## config.mk

```make
export PLATFORM = sky130hd
export DESIGN_NAME = peak_normalized_run_length_slicer_unit
export DESIGN_NICKNAME = d
export VERILOG_FILES = /design/src/rtl/pnrls_pkg.sv /design/src/rtl/pnrls_front.sv /design/src/rtl/pnrls_queue.sv /design/src/rtl/pnrls_back.sv /design/src/rtl/peak_normalized_run_length_slicer_unit.sv
export SDC_FILE = /design/constraint.sdc
export NUM_CORES = 2
export LEC_CHECK = 0
export BUFFER_PORTS_ARGS = -buffer_cell sky130_fd_sc_hd__buf_4
export CORE_MARGIN = 5
export CORE_UTILIZATION = 56
export DETAILED_ROUTE_END_ITERATION = 12
export GPL_ROUTABILITY_DRIVEN = 0
export PLACE_DENSITY = 0.75
export RECOVER_POWER = 50
export SYNTH_ARGS = -nofsm -noshare
export SYNTH_HDL_FRONTEND = slang
export SYNTH_HIERARCHICAL = 1
export SYNTH_SLANG_ARGS = --single-unit
```

## constraint.sdc

```tcl
create_clock -name clk -period 10.91 [get_ports clk]
set_clock_uncertainty 0.1 [all_clocks]
set_input_delay 1.091 -clock clk [delete_from_list [all_inputs] [get_ports clk]]
set_output_delay 1.091 -clock clk [all_outputs]
set_load 0.03 [all_outputs]
```

## src/rtl/pnrls_pkg.sv

```systemverilog
// ----------------------------------------------------------------------------
// pnrls_pkg
// shared types, widths and codes of the peak normalised run length slicer
// ----------------------------------------------------------------------------
package pnrls_pkg;

  localparam int SAMPLE_BITS = 16;
  localparam int RUN_BITS    = 20;
  localparam int CFG_BITS    = 16;
  localparam int IDX_BITS    = 3;
  localparam int EV_BITS     = 3;
  localparam int PROD_BITS   = CFG_BITS + SAMPLE_BITS;
  localparam int WIN_BITS    = CFG_BITS + 1;
  localparam int PK_CMP_BITS = (SAMPLE_BITS > CFG_BITS) ? SAMPLE_BITS : CFG_BITS;
  localparam int LEN_CMP_BITS = (RUN_BITS > CFG_BITS) ? RUN_BITS : CFG_BITS;
  localparam int DIV_CNT_BITS = $clog2(RUN_BITS);
  localparam int Q_DEPTH     = 4;
  localparam int Q_PTR_BITS  = $clog2(Q_DEPTH);
  localparam int Q_CNT_BITS  = Q_PTR_BITS + 1;

  localparam logic [IDX_BITS-1:0] CFG_HIGH_FRAC     = IDX_BITS'(0);
  localparam logic [IDX_BITS-1:0] CFG_LOW_FRAC      = IDX_BITS'(1);
  localparam logic [IDX_BITS-1:0] CFG_PEAK_MINIMUM  = IDX_BITS'(2);
  localparam logic [IDX_BITS-1:0] CFG_WINDOW_LENGTH = IDX_BITS'(3);
  localparam logic [IDX_BITS-1:0] CFG_BIT_PERIOD    = IDX_BITS'(4);

  localparam logic [CFG_BITS-1:0] RST_HIGH_FRAC     = CFG_BITS'(39322);
  localparam logic [CFG_BITS-1:0] RST_LOW_FRAC      = CFG_BITS'(26214);
  localparam logic [CFG_BITS-1:0] RST_PEAK_MINIMUM  = CFG_BITS'(1024);
  localparam logic [CFG_BITS-1:0] RST_WINDOW_LENGTH = CFG_BITS'(1024);
  localparam logic [CFG_BITS-1:0] RST_BIT_PERIOD    = CFG_BITS'(16);

  typedef enum logic [EV_BITS-1:0] {
    EV_LOCKED    = 3'd0,
    EV_NO_SIGNAL = 3'd1,
    EV_LOW_BITS  = 3'd2,
    EV_HIGH_BITS = 3'd3,
    EV_UNDEF_RUN = 3'd4
  } ev_t;

  typedef struct packed {
    logic [CFG_BITS-1:0] high_frac;
    logic [CFG_BITS-1:0] low_frac;
    logic [CFG_BITS-1:0] peak_minimum;
    logic [CFG_BITS-1:0] window_length;
    logic [CFG_BITS-1:0] bit_period;
  } cfg_t;

  typedef struct packed {
    ev_t                 ev;
    logic [RUN_BITS-1:0] len;
  } item_t;

  typedef struct packed {
    logic full;
    logic empty;
  } q_stat_t;

endpackage

```

## src/rtl/pnrls_front.sv

```systemverilog
// ----------------------------------------------------------------------------
// pnrls_front
// peak tracking, lock window and hysteresis slicing, one sample per cycle while accept is high
// ----------------------------------------------------------------------------
module pnrls_front (
  input  logic                              clk,
  input  logic                              rst_n,
  input  pnrls_pkg::cfg_t                   cfg,
  input  logic                              accept,
  input  logic [pnrls_pkg::SAMPLE_BITS-1:0] amplitude,
  output logic                              push,
  output pnrls_pkg::item_t                  item
);
  import pnrls_pkg::*;

  typedef enum logic [1:0] {
    M_ACQ       = 2'd0,
    M_SEEK_HIGH = 2'd1,
    M_SEEK_LOW  = 2'd2
  } mode_t;

  mode_t                  mode_r, mode_nxt;
  logic [SAMPLE_BITS-1:0] peak_r, peak_nxt;
  logic [CFG_BITS-1:0]    wc_r, wc_nxt;
  logic [RUN_BITS-1:0]    run_r, run_nxt;

  logic [CFG_BITS-1:0]    wl;
  logic [WIN_BITS-1:0]    cnt;
  logic [SAMPLE_BITS-1:0] pk_max;
  logic [RUN_BITS-1:0]    rc_inc;
  logic [PROD_BITS-1:0]   prod_h, prod_l, scaled;
  logic                   is_high, is_low, no_sig;

  always_comb begin
    wl      = (cfg.window_length == '0) ? CFG_BITS'(1) : cfg.window_length;
    cnt     = {1'b0, wc_r} + WIN_BITS'(1);
    pk_max  = (amplitude > peak_r) ? amplitude : peak_r;
    rc_inc  = (run_r != '1) ? run_r + RUN_BITS'(1) : run_r;
    prod_h  = PROD_BITS'(cfg.high_frac) * PROD_BITS'(pk_max);
    prod_l  = PROD_BITS'(cfg.low_frac) * PROD_BITS'(pk_max);
    scaled  = {amplitude, {CFG_BITS{1'b0}}};
    is_high = prod_h < scaled;
    is_low  = prod_l > scaled;
    no_sig  = (peak_r == '0) || (PK_CMP_BITS'(cfg.peak_minimum) > PK_CMP_BITS'(peak_r));

    mode_nxt = mode_r;
    peak_nxt = peak_r;
    wc_nxt   = wc_r;
    run_nxt  = run_r;
    push     = 1'b0;
    item.ev  = EV_LOCKED;
    item.len = rc_inc;

    if (accept) begin
      case (mode_r)
        M_SEEK_HIGH: begin
          peak_nxt = pk_max;
          run_nxt  = rc_inc;
          if (is_high) begin
            mode_nxt = M_SEEK_LOW;
            run_nxt  = '0;
            push     = 1'b1;
            item.ev  = EV_LOW_BITS;
          end
        end
        M_SEEK_LOW: begin
          peak_nxt = pk_max;
          run_nxt  = rc_inc;
          if (is_low) begin
            mode_nxt = M_SEEK_HIGH;
            run_nxt  = '0;
            push     = 1'b1;
            item.ev  = EV_HIGH_BITS;
          end
        end
        default: begin
          if (cnt >= {1'b0, wl}) begin
            wc_nxt   = '0;
            push     = 1'b1;
            item.len = RUN_BITS'(cnt);
            if (no_sig) begin
              item.ev = EV_NO_SIGNAL;
            end else begin
              item.ev  = EV_LOCKED;
              mode_nxt = M_SEEK_HIGH;
              run_nxt  = '0;
            end
          end else begin
            wc_nxt   = cnt[CFG_BITS-1:0];
            peak_nxt = pk_max;
          end
        end
      endcase
    end
  end

  always_ff @(posedge clk) begin
    if (!rst_n) begin
      mode_r <= M_ACQ;
      peak_r <= '0;
      wc_r   <= '0;
      run_r  <= '0;
    end else begin
      mode_r <= mode_nxt;
      peak_r <= peak_nxt;
      wc_r   <= wc_nxt;
      run_r  <= run_nxt;
    end
  end

endmodule

```

## src/rtl/pnrls_queue.sv

```systemverilog
// ----------------------------------------------------------------------------
// pnrls_queue
// short queue of run records between front and back
// ----------------------------------------------------------------------------
module pnrls_queue (
  input  logic               clk,
  input  logic               rst_n,
  input  logic               push,
  input  pnrls_pkg::item_t   wr_item,
  input  logic               pop,
  output pnrls_pkg::item_t   rd_item,
  output pnrls_pkg::q_stat_t stat
);
  import pnrls_pkg::*;

  item_t                 mem_r [Q_DEPTH];
  logic [Q_PTR_BITS-1:0] wp_r, rp_r;
  logic [Q_CNT_BITS-1:0] cnt_r;
  logic                  do_push, do_pop;

  assign stat.full  = (cnt_r == Q_CNT_BITS'(Q_DEPTH));
  assign stat.empty = (cnt_r == '0);
  assign do_push    = push && !stat.full;
  assign do_pop     = pop && !stat.empty;
  assign rd_item    = mem_r[rp_r];

  always_ff @(posedge clk) begin
    if (do_push) begin
      mem_r[wp_r] <= wr_item;
    end
  end

  always_ff @(posedge clk) begin
    if (!rst_n) begin
      wp_r  <= '0;
      rp_r  <= '0;
      cnt_r <= '0;
    end else begin
      if (do_push) begin
        wp_r <= wp_r + Q_PTR_BITS'(1);
      end
      if (do_pop) begin
        rp_r <= rp_r + Q_PTR_BITS'(1);
      end
      case ({do_push, do_pop})
        2'b10:   cnt_r <= cnt_r + Q_CNT_BITS'(1);
        2'b01:   cnt_r <= cnt_r - Q_CNT_BITS'(1);
        default: cnt_r <= cnt_r;
      endcase
    end
  end

endmodule

```

## src/rtl/pnrls_back.sv

```systemverilog
// ----------------------------------------------------------------------------
// pnrls_back
// run classification, bit-serial division by the bit period, result register
// ----------------------------------------------------------------------------
module pnrls_back (
  input  logic                           clk,
  input  logic                           rst_n,
  input  pnrls_pkg::cfg_t                cfg,
  input  pnrls_pkg::item_t               rd_item,
  input  logic                           q_empty,
  output logic                           q_pop,
  input  logic                           out_pop,
  output logic                           out_empty,
  output logic [pnrls_pkg::EV_BITS-1:0]  out_event_res,
  output logic [pnrls_pkg::RUN_BITS-1:0] out_bit_count,
  output logic [pnrls_pkg::RUN_BITS-1:0] out_run_length
);
  import pnrls_pkg::*;

  typedef enum logic {
    B_IDLE = 1'b0,
    B_DIV  = 1'b1
  } bstate_t;

  bstate_t                 state_r;
  logic                    out_valid_r;
  ev_t                     ev_r, dev_r;
  logic [RUN_BITS-1:0]     bits_r, len_r, dlen_r, quo_r;
  logic [CFG_BITS-1:0]     rem_r;
  logic [DIV_CNT_BITS-1:0] cnt_r;

  logic [CFG_BITS-1:0]     bp_eff;
  logic [CFG_BITS:0]       rem_sh;
  logic                    ge;
  logic [RUN_BITS-1:0]     quo_nxt;
  logic [CFG_BITS-1:0]     rem_nxt;
  logic                    is_bits, long_run, out_fire;

  always_comb begin
    bp_eff   = (cfg.bit_period == '0) ? CFG_BITS'(1) : cfg.bit_period;
    rem_sh   = {rem_r, quo_r[RUN_BITS-1]};
    ge       = rem_sh >= {1'b0, bp_eff};
    quo_nxt  = {quo_r[RUN_BITS-2:0], ge};
    rem_nxt  = ge ? CFG_BITS'(rem_sh - {1'b0, bp_eff}) : rem_sh[CFG_BITS-1:0];
    is_bits  = (rd_item.ev == EV_LOW_BITS) || (rd_item.ev == EV_HIGH_BITS);
    long_run = LEN_CMP_BITS'(cfg.bit_period) < LEN_CMP_BITS'(rd_item.len);
    out_fire = out_pop && out_valid_r;
    q_pop    = (state_r == B_IDLE) && !q_empty && (!out_valid_r || out_fire);
  end

  assign out_empty      = !out_valid_r;
  assign out_event_res  = ev_r;
  assign out_bit_count  = bits_r;
  assign out_run_length = len_r;

  always_ff @(posedge clk) begin
    if (!rst_n) begin
      state_r     <= B_IDLE;
      out_valid_r <= 1'b0;
    end else begin
      case (state_r)
        B_IDLE: begin
          if (q_pop) begin
            if (is_bits && long_run) begin
              state_r     <= B_DIV;
              out_valid_r <= 1'b0;
              quo_r       <= rd_item.len;
              rem_r       <= '0;
              cnt_r       <= DIV_CNT_BITS'(RUN_BITS - 1);
              dev_r       <= rd_item.ev;
              dlen_r      <= rd_item.len;
            end else begin
              out_valid_r <= 1'b1;
              ev_r        <= is_bits ? EV_UNDEF_RUN : rd_item.ev;
              bits_r      <= '0;
              len_r       <= rd_item.len;
            end
          end else if (out_fire) begin
            out_valid_r <= 1'b0;
          end
        end
        B_DIV: begin
          quo_r <= quo_nxt;
          rem_r <= rem_nxt;
          if (cnt_r == '0) begin
            state_r     <= B_IDLE;
            out_valid_r <= 1'b1;
            ev_r        <= dev_r;
            bits_r      <= quo_nxt;
            len_r       <= dlen_r;
          end else begin
            cnt_r <= cnt_r - DIV_CNT_BITS'(1);
          end
        end
        default: state_r <= B_IDLE;
      endcase
    end
  end

endmodule

```

## src/rtl/peak_normalized_run_length_slicer_unit.sv

```systemverilog
// path: a result for lock, no-signal and short runs passes the queue entry, then the output register;
//   a bit run longer than the bit period also takes 20 steps of the bit-serial divider in the back part
// throughput: one sample per cycle while in_full is low; each long bit run holds the divider and a
//   4-entry queue absorbs bursts, full rises when it is exhausted
// reset: synchronous, config and control registers return to defaults, acquiring with zero peak, queue empty
// ----------------------------------------------------------------------------
// peak_normalized_run_length_slicer_unit
// peak normalised hysteresis slicer reporting run lengths as bit counts
// ----------------------------------------------------------------------------
module peak_normalized_run_length_slicer_unit (
  input  logic                              clk,
  input  logic                              rst_n,
  input  logic                              in_push,
  output logic                              in_full,
  input  logic [pnrls_pkg::SAMPLE_BITS-1:0] in_amplitude,
  output logic                              out_empty,
  input  logic                              out_pop,
  output logic [pnrls_pkg::EV_BITS-1:0]     out_event_res,
  output logic [pnrls_pkg::RUN_BITS-1:0]    out_bit_count,
  output logic [pnrls_pkg::RUN_BITS-1:0]    out_run_length,
  input  logic                              cfg_valid,
  output logic                              cfg_ready,
  input  logic [pnrls_pkg::IDX_BITS-1:0]    cfg_index,
  input  logic [pnrls_pkg::CFG_BITS-1:0]    cfg_wdata
);
  import pnrls_pkg::*;

  cfg_t    cfg_r;
  logic    accept, push, q_pop;
  item_t   wr_item, rd_item;
  q_stat_t q_stat;

  assign cfg_ready = 1'b1;
  assign in_full   = q_stat.full;
  assign accept    = in_push && !q_stat.full;

  always_ff @(posedge clk) begin
    if (!rst_n) begin
      cfg_r.high_frac     <= RST_HIGH_FRAC;
      cfg_r.low_frac      <= RST_LOW_FRAC;
      cfg_r.peak_minimum  <= RST_PEAK_MINIMUM;
      cfg_r.window_length <= RST_WINDOW_LENGTH;
      cfg_r.bit_period    <= RST_BIT_PERIOD;
    end else if (cfg_valid && cfg_ready) begin
      case (cfg_index)
        CFG_HIGH_FRAC:     cfg_r.high_frac     <= cfg_wdata;
        CFG_LOW_FRAC:      cfg_r.low_frac      <= cfg_wdata;
        CFG_PEAK_MINIMUM:  cfg_r.peak_minimum  <= cfg_wdata;
        CFG_WINDOW_LENGTH: cfg_r.window_length <= cfg_wdata;
        CFG_BIT_PERIOD:    cfg_r.bit_period    <= cfg_wdata;
        default:           cfg_r               <= cfg_r;
      endcase
    end
  end

  pnrls_front u_front (
    .clk       (clk),
    .rst_n     (rst_n),
    .cfg       (cfg_r),
    .accept    (accept),
    .amplitude (in_amplitude),
    .push      (push),
    .item      (wr_item)
  );

  pnrls_queue u_queue (
    .clk     (clk),
    .rst_n   (rst_n),
    .push    (push),
    .wr_item (wr_item),
    .pop     (q_pop),
    .rd_item (rd_item),
    .stat    (q_stat)
  );

  pnrls_back u_back (
    .clk            (clk),
    .rst_n          (rst_n),
    .cfg            (cfg_r),
    .rd_item        (rd_item),
    .q_empty        (q_stat.empty),
    .q_pop          (q_pop),
    .out_pop        (out_pop),
    .out_empty      (out_empty),
    .out_event_res  (out_event_res),
    .out_bit_count  (out_bit_count),
    .out_run_length (out_run_length)
  );

endmodule
```

==> impl_metrics.env <==
export IMPL_hp_class="register to register"
export IMPL_cts_max_path_buffers=3
export IMPL_p_sw_frac=0.452
export IMPL_tightestPinTransition_ns=2.85
export IMPL_cts_sinks=344
export IMPL_r2r_cells=55
export IMPL_yosysTopAreaCellShare=0.227
export IMPL_dieArea_um2=66300
export IMPL_hold_ws_ns=0.368
export IMPL_grt_pass1_vias=27500
export IMPL_drc=0
export IMPL_ys_types=93
export IMPL_slowest_delay_ns=0.53
export IMPL_synth_area_leaders="fa_1 23%, edfxtp_1 17%, ha_1 12%"
export IMPL_fin_cells=4734
export IMPL_crit_top_cell="fa_1"
export IMPL_r2r_slack_ns=-0.20
export IMPL_seq_power_share=0.106
export IMPL_p_int_uw=7210
export IMPL_cts_tree="done"
export IMPL_dp_slack_ns=-1.07
export IMPL_dr_pass1_iters=5
export IMPL_path_class="input port to register"
export IMPL_status="finished, violations left"
export IMPL_wl_um=93200
export IMPL_p_clk_frac=0.090
export IMPL_fillCellCount=4601
export IMPL_peakVddDrop_mv=0.525
export IMPL_powerDensity_nw_per_um2=331
export IMPL_first_iter_violations=2421
export IMPL_synth_async_reset_ratio=0
export IMPL_maxSlewHeadroom=-0.898
export IMPL_failed_checks="capacitance limit, slew limit, setup timing"
export IMPL_die_height_um=258
export IMPL_maxCapViolations=2
export IMPL_drive_above_1_share=0.151
export IMPL_p_comb_frac=0.803
export IMPL_r2r_end="u_queue/cnt_r[2]"
export IMPL_synth_top_cell_by_area="fa_1"
export IMPL_grt_pass1_wl_um=146000
export IMPL_critPathArrivalTime_ns=11.63
export IMPL_final_setup_viol_count=2
export IMPL_path_clk_slew_ns=0.07
export IMPL_grt_util_all_layers=0.273
export IMPL_avgSynthCellArea_um2=9.46
export IMPL_endpoint="u_queue/cnt_r[2]"
export IMPL_synthFlopType="edfxtp_1"
export IMPL_finalCriticalPeriod_ns=11.26
export IMPL_critPathLaunchType="input port"
export IMPL_final_max_slew_viol_count=91
export IMPL_end_kind="register"
export IMPL_synth_cells=3628
export IMPL_crit_start="in_amplitude[9]"
export IMPL_syn_area_um2=34300
export IMPL_multi_input_area_um2=23100
export IMPL_placed_cells_incl_taps=4627
export IMPL_cts_buffers=34
export IMPL_viasPerCell=5.70
export IMPL_syn_num_nets=4382
export IMPL_grt_overflow=0
export IMPL_port_buffer_count=84
export IMPL_synthTopCellsByCount="598 x inv_1, 591 x nand2_1, 389 x fa_1"
export IMPL_synth_warnings=6
export IMPL_core_um2=60600
export IMPL_vias=27000
export IMPL_hold_viol=0
export IMPL_area_growth_syn_to_layout_pct=15.9
export IMPL_rows=90
export IMPL_nNetsFinal=4679
export IMPL_rsz0062_at_grt="true"
export IMPL_worstPathMaxFanout=7
export IMPL_grt_max_degree=83
export IMPL_antenna_found_initial=0
export IMPL_ant_nets=0
export IMPL_rr_startpoint="u_front/peak_r[11]"
export IMPL_slowest_stage="fa_1"
export IMPL_fin_ws_ns=-0.351
export IMPL_root_buffer="clkbuf_16"
export IMPL_p_switching_uw=5950
export IMPL_seq_area_um2=8880
export IMPL_routedWlPerCell_um=19.7
export IMPL_power_leakage_uw=0.0184
export IMPL_yosysMostFrequentCell="inv_1"
export IMPL_clock_latency_ns=0.53
export IMPL_post_route_period_util=1.03
export IMPL_yosysSeqAreaShare=0.259
export IMPL_timing_fmax_mhz=88.8
export IMPL_setup_tns_ns=-0.541
export IMPL_start_util=0.566
export IMPL_die_w_um=258
export IMPL_cp_required_ns=11.28
export IMPL_dp_hpwl_um=70600
export IMPL_synth_edf_count=199
export IMPL_h_tree_depth=2
export IMPL_io_pins=86
export IMPL_synth_seq_cells=344
## worst min-delay path by stage
stage	from	cells after the start	to	slack, ns
after floorplan	cfg_r[32]	2	cfg_r[32]	0.33
after global placement	cfg_r[32]	2	cfg_r[32]	0.35
after detailed placement	cfg_r[38]	2	cfg_r[38]	0.35
after CTS	cfg_r[38]	2	cfg_r[38]	0.37
after global routing	cfg_r[43]	2	cfg_r[43]	0.39
final	cfg_r[32]	2	cfg_r[32]	0.37
## cell usage in the layout, fill, tap and decap left out, drive strengths merged, types with 108 or more instances in the layout
cell	n
edfxtp	199
and2	245
ha	325
o21ai	108
inv	602
dfxtp	145
buf	397
fa	389
a21oi	136
nand2	592
## sequential cells by signal, indices dropped and copies added, names as in the netlist, 3 cells and up, named ones only
name                   cells
u_back/rem_r              16
u_front/peak_r            16
u_back/out_run_length     20
u_front/run_r             20
cfg_r                     80
u_back/out_event_res       3
u_front/wc_r              16
u_back/quo_r              20
u_back/cnt_r               5
u_back/out_bit_count      20
u_back/dlen_r             20
u_back/dev_r               3
u_queue/cnt_r              3
u_queue/mem_r             92
## per-stage QoR
| stage | util | area (um^2) | total power (uW) |
|---|---|---|---|
| global placement | 0.622 | 37700 | 11200 |
| finish | 0.657 | 39800 | 13200 |
| CTS | 0.647 | 39200 | 12900 |
| floorplan | - | 34600 | 7730 |
| global route | 0.656 | 39800 | 14500 |
| detailed placement | 0.622 | 37700 | 11400 |
## power groups by stage
stage                     Clock, uW  Sequential, uW  Combinational, uW
final                          1190            1400              10600
after global routing           1260            1400              11800
after CTS                      1200            1400              10300
after detailed placement          0            1420              10000
after global placement            0            1420               9790
after floorplan                   0            1420               6310
## per-layer routing
| layer | global-route usage | vias to the layer above | wire length [um] |
|---|---|---|---|
| li1 | - | 12300 | - |
| met1 | 0.379 | 13300 | 38200 |
| met5 | 0 | - | 0 |
| met4 | 0.0899 | 0 | 3320 |
| met3 | 0.0492 | 204 | 8140 |
| met2 | 0.440 | 1128 | 43500 |
## critical path: cells and delay by family
family | cells | cell delay (ns)
XOR/XNOR | 2 | 0.30
buffers and inverters | 14 | 1.47
AND/OR/NAND/NOR | 11 | 1.85
AO/OA/AOI/OAI | 17 | 2.76
adder cells (fa/ha/maj) | 11 | 4.10
## cell type report
class / count / share of cell area
clock inverter: 22 / 0.00510
timing repair buffer: 414 / 0.0876
tap: 782 / 0.0246
inverter: 600 / 0.0566
clock buffer: 40 / 0.0230
sequential: 344 / 0.223
antenna: 1 / 0.0000629
multi-input combinational: 2531 / 0.580
## cells by family after synthesis
logic type / count (synthesis) / share of synthesized area
AO/OA/AOI/OAI: 419 / 0.0774
adder cells (fa/ha/maj): 714 / 0.345
XOR/XNOR: 79 / 0.0202
flip-flops: 344 / 0.259
buffers and inverters: 754 / 0.0875
multiplexers: 114 / 0.0417
other: 2 / 0.000219
AND/OR/NAND/NOR: 1202 / 0.169
## timing repair
action / CTS / global route
hold buffers: 0 / 0
gates resized for setup: 49 / 77
pin swaps: 28 / 37
cloned: 2 / 11
buffers inserted: 17 / 17
setup endpoints to repair: 95 / 119
No activity file was read; power rests on OpenSTA's default activity.
